$ cat config.mk
export PLATFORM = sky130hd
export DESIGN_NAME = pp_back
export DESIGN_NICKNAME = d
export VERILOG_FILES = /design/src/pp_pkg.sv /design/src/pp_back.sv
export SDC_FILE = /design/constraint.sdc
export NUM_CORES = 1
export LEC_CHECK = 0
export BUFFER_PORTS_ARGS = -buffer_cell sky130_fd_sc_hd__buf_4
export CORE_MARGIN = 10
export CORE_UTILIZATION = 60
export DETAILED_ROUTE_END_ITERATION = 6
export PLACE_DENSITY = 0.87
export SYNTH_ARGS = -nofsm -noshare
export SYNTH_HDL_FRONTEND = slang
export SYNTH_SLANG_ARGS = --single-unit
$ cat constraint.sdc
create_clock -name clk -period 3.44 [get_ports clk]
set_clock_uncertainty 0.15 [all_clocks]
set_input_delay 0.172 -clock clk [delete_from_list [all_inputs] [get_ports clk]]
set_output_delay 0.172 -clock clk [all_outputs]
set_load 0.1 [all_outputs]
$ cat src/pp_pkg.sv
`timescale 1ns / 1ps
package pp_pkg;

	localparam int FRAC_BITS_DEF = 16;
	// quotient bits kept: twice the rounded pixel range plus headroom
	localparam int Q_BITS = 19;

	localparam logic [2:0] REG_FOCAL_X  = 3'd0;
	localparam logic [2:0] REG_FOCAL_Y  = 3'd1;
	localparam logic [2:0] REG_CENTER_X = 3'd2;
	localparam logic [2:0] REG_CENTER_Y = 3'd3;
	localparam logic [2:0] REG_SKEW     = 3'd4;

	localparam logic [1:0] ST_OK    = 2'd0;
	localparam logic [1:0] ST_DEPTH = 2'd1;
	localparam logic [1:0] ST_SAT   = 2'd2;

	typedef struct packed {
		logic signed [31:0] point_x;
		logic signed [31:0] point_y;
		logic signed [31:0] point_z;
		logic               last_point;
	} pp_in_t;

	typedef struct packed {
		logic signed [15:0] pixel_col;
		logic signed [15:0] pixel_row;
		logic [1:0]         status;
		logic               last_out;
	} pp_out_t;

	typedef struct packed {
		logic [30:0]        focal_x;
		logic [30:0]        focal_y;
		logic [30:0]        center_x;
		logic [30:0]        center_y;
		logic signed [31:0] skew;
	} pp_cfg_t;

	typedef struct packed {
		logic bad;
		logic last;
		logic neg_u;
		logic neg_v;
		logic ovf_u;
		logic ovf_v;
	} pp_ctl_t;

endpackage

$ cat src/pp_back.sv
`timescale 1ns / 1ps
module pp_back import pp_pkg::*; (
	input  logic              clk,
	input  logic              arst_n,
	input  logic              in_valid,
	output logic              in_ready,
	input  pp_ctl_t           in_ctl,
	input  logic [Q_BITS-1:0] in_tu,
	input  logic [Q_BITS-1:0] in_tv,
	output logic              out_valid,
	input  logic              out_ready,
	output pp_out_t           out_data
);

	logic    v_q;
	pp_out_t res_q, res_n;
	logic    sat_u, sat_v;
	logic [15:0] col, row;

	function automatic logic [16:0] round_sat(input logic [Q_BITS-1:0] t,
		input logic neg, input logic ovf);
		logic [Q_BITS-1:0] q;
		logic [15:0]       val;
		logic              sat;
		q   = Q_BITS'(({1'b0, t} + {{Q_BITS{1'b0}}, 1'b1}) >> 1);
		sat = ovf;
		if (neg) begin
			if (ovf || q > Q_BITS'(32768)) begin
				sat = 1'b1;
				val = 16'h8000;
			end else begin
				val = 16'(-q);
			end
		end else begin
			if (ovf || q > Q_BITS'(32767)) begin
				sat = 1'b1;
				val = 16'h7fff;
			end else begin
				val = q[15:0];
			end
		end
		return {sat, val};
	endfunction

	assign {sat_u, col} = round_sat(in_tu, in_ctl.neg_u, in_ctl.ovf_u);
	assign {sat_v, row} = round_sat(in_tv, in_ctl.neg_v, in_ctl.ovf_v);

	always_comb begin
		res_n.last_out = in_ctl.last;
		if (in_ctl.bad) begin
			res_n.pixel_col = '0;
			res_n.pixel_row = '0;
			res_n.status    = ST_DEPTH;
		end else begin
			res_n.pixel_col = col;
			res_n.pixel_row = row;
			res_n.status    = (sat_u || sat_v) ? ST_SAT : ST_OK;
		end
	end

	assign in_ready = !v_q || out_ready;

	always_ff @(posedge clk or negedge arst_n) begin
		if (!arst_n) v_q <= 1'b0;
		else if (in_ready) v_q <= in_valid;
	end

	always_ff @(posedge clk) begin
		if (in_valid && in_ready) res_q <= res_n;
	end

	assign out_valid = v_q;
	assign out_data  = res_q;

endmodule

==> results.py, run 1 <==
metrics = {
    "cells_and_area": {
        "nNetsFinal": 594,
        "regArea_um2": 1080,
        "nFillCells": 459,
        "multiInputGateArea_um2": 2540,
        "layout-drive-gt1-share_pct": 22.0,
        "diodes": 0,
        "area_growth_pct": 21.1,
    },
    "die": {
        "die_w_um": 99.5,
        "die_y_um": 99.5,
        "row_count": 28,
        "fp.coreArea_um2": 6030,
        "start_util_pct": 63.0,
        "ios": 85,
        "die_area_um2": 9900,
    },
    "synth": {
        "synth_top_cells_by_count": "51 x nand2_1, 37 x nor2_1, 35 x edfxtp_1",
        "synth_seq_cells": 36,
        "synth_area_leaders": "edfxtp_1 28%, xnor2_1 5.3%, nand2_1 5.0%",
        "yosysWarnings": 0,
        "yosys_most_used_dff": "edfxtp_1",
        "syn_inst": 466,
        "synth_area_leader_cell": "edfxtp_1",
        "async_flop_share_pct": 2.78,
        "synthDistinctLibCells": 63,
        "syn_area_um2": 3790,
        "avgSynthCellArea_um2": 8.14,
        "yosysTopAreaCellShare_pct": 27.7,
        "yosysSeqAreaShare_pct": 28.4,
        "synth_nets": 520,
        "post-synth-top-count-cell": "nand2_1",
        "synth_edf_count": 35,
    },
    "timing": {
        "rsz0062_at_grt": "no",
        "timing.fmax_mhz": 347,
        "relSlewSlack_pct": 57.7,
        "period_share_pct": 83.7,
        "fin_setup_tns_ns": 0,
        "hold_viol_final": 0,
        "setup_viol": 0,
        "final_max_slew_viol_count": 0,
        "min_period_ns": 2.88,
        "max_slew.worst_pin.slew_ns": 0.629,
    },
    "clock_network": {
        "clk_latency_ns": 0.29,
        "clk_pin_slew_ns": 0.08,
        "root_buffer": "clkbuf_8",
        "cts_buffer_depth": 2,
        "cts_tree": "yes",
        "clock_sinks": 36,
        "h-tree-depth": 2,
        "cts_made_buffers": 5,
    },
    "critical_path": {
        "crit_arrival_ns": 2.82,
        "rr_worst_depth": 3,
        "cpPeakStageDelay_ns": 0.42,
        "cp_common_cell": "ha_1",
        "crit_path_end": "out_data[17]$_SDFFCE_PP0P_",
        "reg2reg_from": "out_valid$_DFFE_PN0N_",
        "cp_top_family": "compound AO/OA/AOI/OAI gates",
        "startpoint": "in_tv[0]",
        "crit_type": "input port to flop",
        "crit_path_top_delay_cell": "or4_1",
        "worstPathMaxFanout": 11,
        "worstSetupStartpointType": "input port",
        "worstPathCellList": "buf_4 -> ha_1 -> xor2_1 -> inv_1 -> ha_1 -> nand3_1 -> or4_1 -> a31oi_1 -> nand4_1 -> o21bai_1 -> o21ai_0 -> a221oi_1",
        "r2r_end": "out_data[15]$_SDFFCE_PP0P_",
        "path_depth": 12,
        "path_buf_inv": 2,
        "critPathRequiredTime_ns": 3.39,
        "crit_path_end_kind": "flop",
        "r2r_setup_slack_ns": 1.63,
    },
    "grt": {
        "antenna_found_initial": 0,
        "gr-total-overflow": 0,
        "grt_pass1_wl_mm": 18.7,
        "gr-usage-all-layers_pct": 22.3,
        "grt_pass1_vias": 3677,
        "grt_max_degree": 32,
    },
    "job": {
        "drv_cap": 0,
    },
    "worst_hold_path": {
        "hold_path.class": "input port to flop",
    },
    "power_and_ir_drop": {
        "report.power.total_w": 0.00142,
        "pwr_density_cell_nw_per_um2": 309,
        "vdd_ir_drop_max_uv": 268,
        "power.leakage_nw": 1.71,
    },
    "placed_design": {
        "io_buffers": 84,
        "place.gp.congestion": 0.991,
        "dpl.hpwl_mm": 9.03,
    },
    "detailed_routing": {
        "drt-wirelength-per-cell_um": 19.0,
        "remaining_drc_errors": 0,
        "ant_nets": 0,
        "vias": 4122,
        "viasPerCell": 6.69,
        "first_pass_iters": 6,
        "drtIter0Drc": 382,
        "wl_mm": 11.7,
    },
    "outcome": {
        "outcome": "completed",
    },
}
report_power, final:
part | internal (W) | total (W) | switching (W)
clock network | 0.000164 | 0.000329 | 0.000165
logic | 0.000158 | 0.000567 | 0.000409
registers | 0.000515 | 0.000525 | 0.00000980
total | 0.000837 | 0.00142 | 0.000584
worst min-delay path, stage by stage:
cell and delay (ns):
buf_4 0.07, nand2b_1 0.14, nand2b_1 0.07
state kept, by name, summed over array words and instances (netlist names):
name,cells
out_valid,1
out_data,35
through the flow:
| stage | instance area (um2) | hold WS [ns] | worst slack (ns) | instances | utilization, % |
|---|---|---|---|---|---|
| after detailed placement | 4470 | -0.200 | 0.274 | 605 | 74.2 |
| after global placement | 4470 | -0.202 | 0.396 | 605 | 74.2 |
| after floorplan | 3790 | -0.274 | 0.253 | 466 | - |
| final | 4600 | 0.0467 | 0.562 | 616 | 76.3 |
| after CTS | 4600 | 0.0287 | 0.614 | 616 | 76.3 |
| after global routing | 4600 | 0.0479 | 0.342 | 616 | 76.3 |
layer usage:
layer	up-vias	global-route usage, %	part of all wire [%]
li1	1941	-	-
met3	23	3.88	9.0
met2	246	34.3	47
met1	1912	31.4	43
met5	-	0	0
met4	0	5.40	1.6
timing repair:
action,in CTS,in global routing
resized for setup,0,0
setup buffers,0,0
hold buffers,3,0
endpoints found under the hold margin,3,0
worst min path at each step:
stage	start	depth (start not counted)	to
floorplan	arst_n	0	out_valid$_DFFE_PN0N_
global placement	arst_n	1	out_valid$_DFFE_PN0N_
detailed placement	arst_n	1	out_valid$_DFFE_PN0N_
CTS	arst_n	2	out_valid$_DFFE_PN0N_
global route	arst_n	2	out_valid$_DFFE_PN0N_
finish	out_ready	3	out_valid$_DFFE_PN0N_
logic make-up after synthesis:
| logic type | synth area share, % |
|---|---|
| adder cells (fa/ha/maj) | 1.98 |
| AND/OR/NAND/NOR | 30.9 |
| buffers and inverters | 4.75 |
| AO/OA/AOI/OAI | 20.8 |
| multiplexers | 4.88 |
| XOR/XNOR | 8.31 |
| flip-flops | 28.4 |
cell usage in the layout (no fill, tap or decap), types with 4 or more instances in the layout:
cell type,count
inv_1,9
nand4_1,19
buf_4,96
a22oi_1,4
xor2_1,13
a211oi_1,5
a221oi_1,4
clkbuf_8,6
nor3_1,23
or3_1,4
mux2_2,4
nand2_1,51
a21oi_1,22
and2_1,8
o2111ai_1,7
nand3_1,21
o31a_1,5
nor2_1,37
and3_1,8
and4_1,4
nand4b_1,4
edfxtp_1,35
nor4b_1,5
o21ai_0,19
o211ai_1,10
a31oi_1,5
nor4_1,13
ha_1,6
xnor2_1,23
a21o_1,4
mux2i_1,14
cell type report:
class,instances,share of cell area [%]
Sequential cell,36,23.4
Inverter,11,0.898
Tap cell,75,2.04
Clock buffer,6,1.80
Timing Repair Buffer,99,16.3
Multi-Input combinational cell,387,55.2
Clock inverter,2,0.299
Power figures use the tool's default switching activity.
==> run 2, diff against run 1 <==
Settings changed: CORE_UTILIZATION 60 to 56, PLACE_DENSITY 0.87 to 0.82.
Clock period 3.44 ns to 2.88 ns, I/O delays scaled along.
==> run 2 against run 1 <==
Compared with the run above:
- first-iteration DRC count rose by 3.4%
- highest routed layer unchanged
- global-route usage down 0.67 points
- largest power group unchanged
- critical endpoint is now out_data[2]$_SDFFCE_PP0P_
- critical path type unchanged
- largest cell class unchanged
- final cell count is 4.7% higher
- sequential share of layout area shrank 1.1 points
==> results.py, run 2 (synthesized netlist as in run 1, its figures left out) <==
metrics = {
    "detailed_routing": {
        "drtIter0Drc": 395,
        "wl_mm": 11.8,
        "first_pass_iters": 6,
        "remaining_drc_errors": 0,
        "viasPerCell": 6.49,
        "vias": 4188,
        "drt-wirelength-per-cell_um": 18.2,
        "ant_nets": 0,
    },
    "die": {
        "start_util_pct": 58.7,
        "fp.coreArea_um2": 6460,
        "die_w_um": 102,
        "ios": 85,
        "row_count": 29,
        "die_area_um2": 10500,
        "die_y_um": 102,
    },
    "placed_design": {
        "io_buffers": 84,
        "dpl.hpwl_mm": 9.25,
        "place.gp.congestion": 0.979,
        "pre_cts_ws_ns": -0.0368,
    },
    "clock_network": {
        "h-tree-depth": 2,
        "cts_buffer_depth": 2,
        "clock_sinks": 36,
        "cts_made_buffers": 5,
        "post_cts_buffers": 0,
        "clk_pin_slew_ns": 0.08,
        "cts_tree": "yes",
        "clk_latency_ns": 0.28,
        "root_buffer": "clkbuf_8",
    },
    "timing": {
        "fin_ws_ns": 0.202,
        "timing.fmax_mhz": 373,
        "hold_ws_ns": 0.0262,
        "relSlewSlack_pct": 46.0,
        "period_share_pct": 93.0,
        "fin_setup_tns_ns": 0,
        "min_period_ns": 2.68,
        "final_max_slew_viol_count": 0,
        "hold_viol_final": 0,
        "rsz0062_at_grt": "no",
        "setup_viol": 0,
        "max_slew.worst_pin.slew_ns": 0.811,
    },
    "cells_and_area": {
        "area_growth_pct": 27.3,
        "final_util_pct": 74.8,
        "diodes": 0,
        "largest_register_ffs": 35,
        "nFillCells": 509,
        "multiInputGateArea_um2": 2560,
        "layout-drive-gt1-share_pct": 26.4,
        "mostFrequentLayoutCells": "122 x buf_4, 51 x nand2_1, 37 x nor2_1, 35 x edfxtp_1",
        "regArea_um2": 1080,
        "final_common_cell": "buf_4",
        "nNetsFinal": 621,
    },
    "critical_path": {
        "crit_path_top_delay_cell": "o311ai_0",
        "cpPeakStageDelay_ns": 0.53,
        "worstSetupStartpointType": "input port",
        "crit_arrival_ns": 2.54,
        "path_buf_inv": 2,
        "crit_path_end_kind": "flop",
        "startpoint": "in_tv[0]",
        "reg2reg_from": "out_valid$_DFFE_PN0N_",
        "worstPathCellList": "buf_4 -> ha_1 -> xor2_1 -> inv_1 -> ha_2 -> nand3_1 -> or4_1 -> a31oi_4 -> nand4_1 -> o311ai_0 -> a31oi_1",
        "crit_type": "input port to flop",
        "cp_top_family": "compound AO/OA/AOI/OAI gates",
        "worstPathMaxFanout": 3,
        "critPathRequiredTime_ns": 2.75,
    },
    "power_and_ir_drop": {
        "vdd_ir_drop_max_uv": 214,
        "power.leakage_nw": 1.84,
        "pwr_density_cell_nw_per_um2": 356,
    },
    "grt": {
        "grt_pass1_wl_mm": 18.7,
        "gr-usage-all-layers_pct": 21.6,
        "grt_pass1_vias": 3804,
        "antenna_found_initial": 0,
        "gr-total-overflow": 0,
        "grt_max_degree": 36,
    },
    "outcome": {
        "outcome": "completed",
    },
    "worst_hold_path": {
        "hold_path.class": "input port to async pin",
    },
    "job": {
        "drv_cap": 0,
    },
}
-- run 2: power by group --
part           switching [W]  internal (W)
combinational       0.000493      0.000211
sequential         0.0000111      0.000615
clock               0.000193      0.000196
-- run 2: timing repair --
action	4_1_cts	5_1_grt
hold buffers	4	0
setup endpoints to repair	0	1
endpoints found under the hold margin	3	0
gates resized for setup	0	1
-- run 2: area by class of cell --
| type | count | area share, % |
|---|---|---|
| multi-input combinational | 387 | 53.1 |
| clock buffer | 6 | 1.71 |
| inverter | 11 | 0.855 |
| timing repair buffer | 126 | 19.8 |
| clock inverter | 2 | 0.285 |
| sequential | 36 | 22.3 |
| tap | 77 | 2.00 |
-- run 2: routing by layer --
layer  global-route usage (%)  wire (um)
met1                     30.9       5290
met2                     33.0       5280
met3                     4.25       1100
met4                     4.12         82
met5                        0          0
-- run 2: worst paths after layout --
kind | to | slack [ns] | cells after the start
min in group clk | out_data[2]$_SDFFCE_PP0P_ | 0.14 | 3
hold / removal | out_valid$_DFFE_PN0N_ | 0.03 | 2
max in group asynchronous | out_valid$_DFFE_PN0N_ | 2.47 | 2
hold reg to reg | out_valid$_DFFE_PN0N_ | 0.93 | 3
setup / recovery | out_data[2]$_SDFFCE_PP0P_ | 0.20 | 11
setup reg to reg | out_data[30]$_SDFFCE_PP0P_ | 1.18 | 2
-- run 2: worst register-to-register path, cell delays in order, from the launching register on --
cell and delay [ns]:
dfrtp_1 0.40, nand2b_2 0.09, and2_2 0.68
-- run 2: per-stage QoR --
| stage | cells | total power [W] | cell area, um2 |
|---|---|---|---|
| after CTS | 645 | 0.00172 | 4820 |
| after detailed placement | 633 | 0.00133 | 4690 |
| after global placement | 633 | 0.00132 | 4690 |
| after floorplan | 466 | 0.00112 | 3820 |
| after global routing | 645 | 0.00179 | 4830 |
| final | 645 | 0.00172 | 4830 |
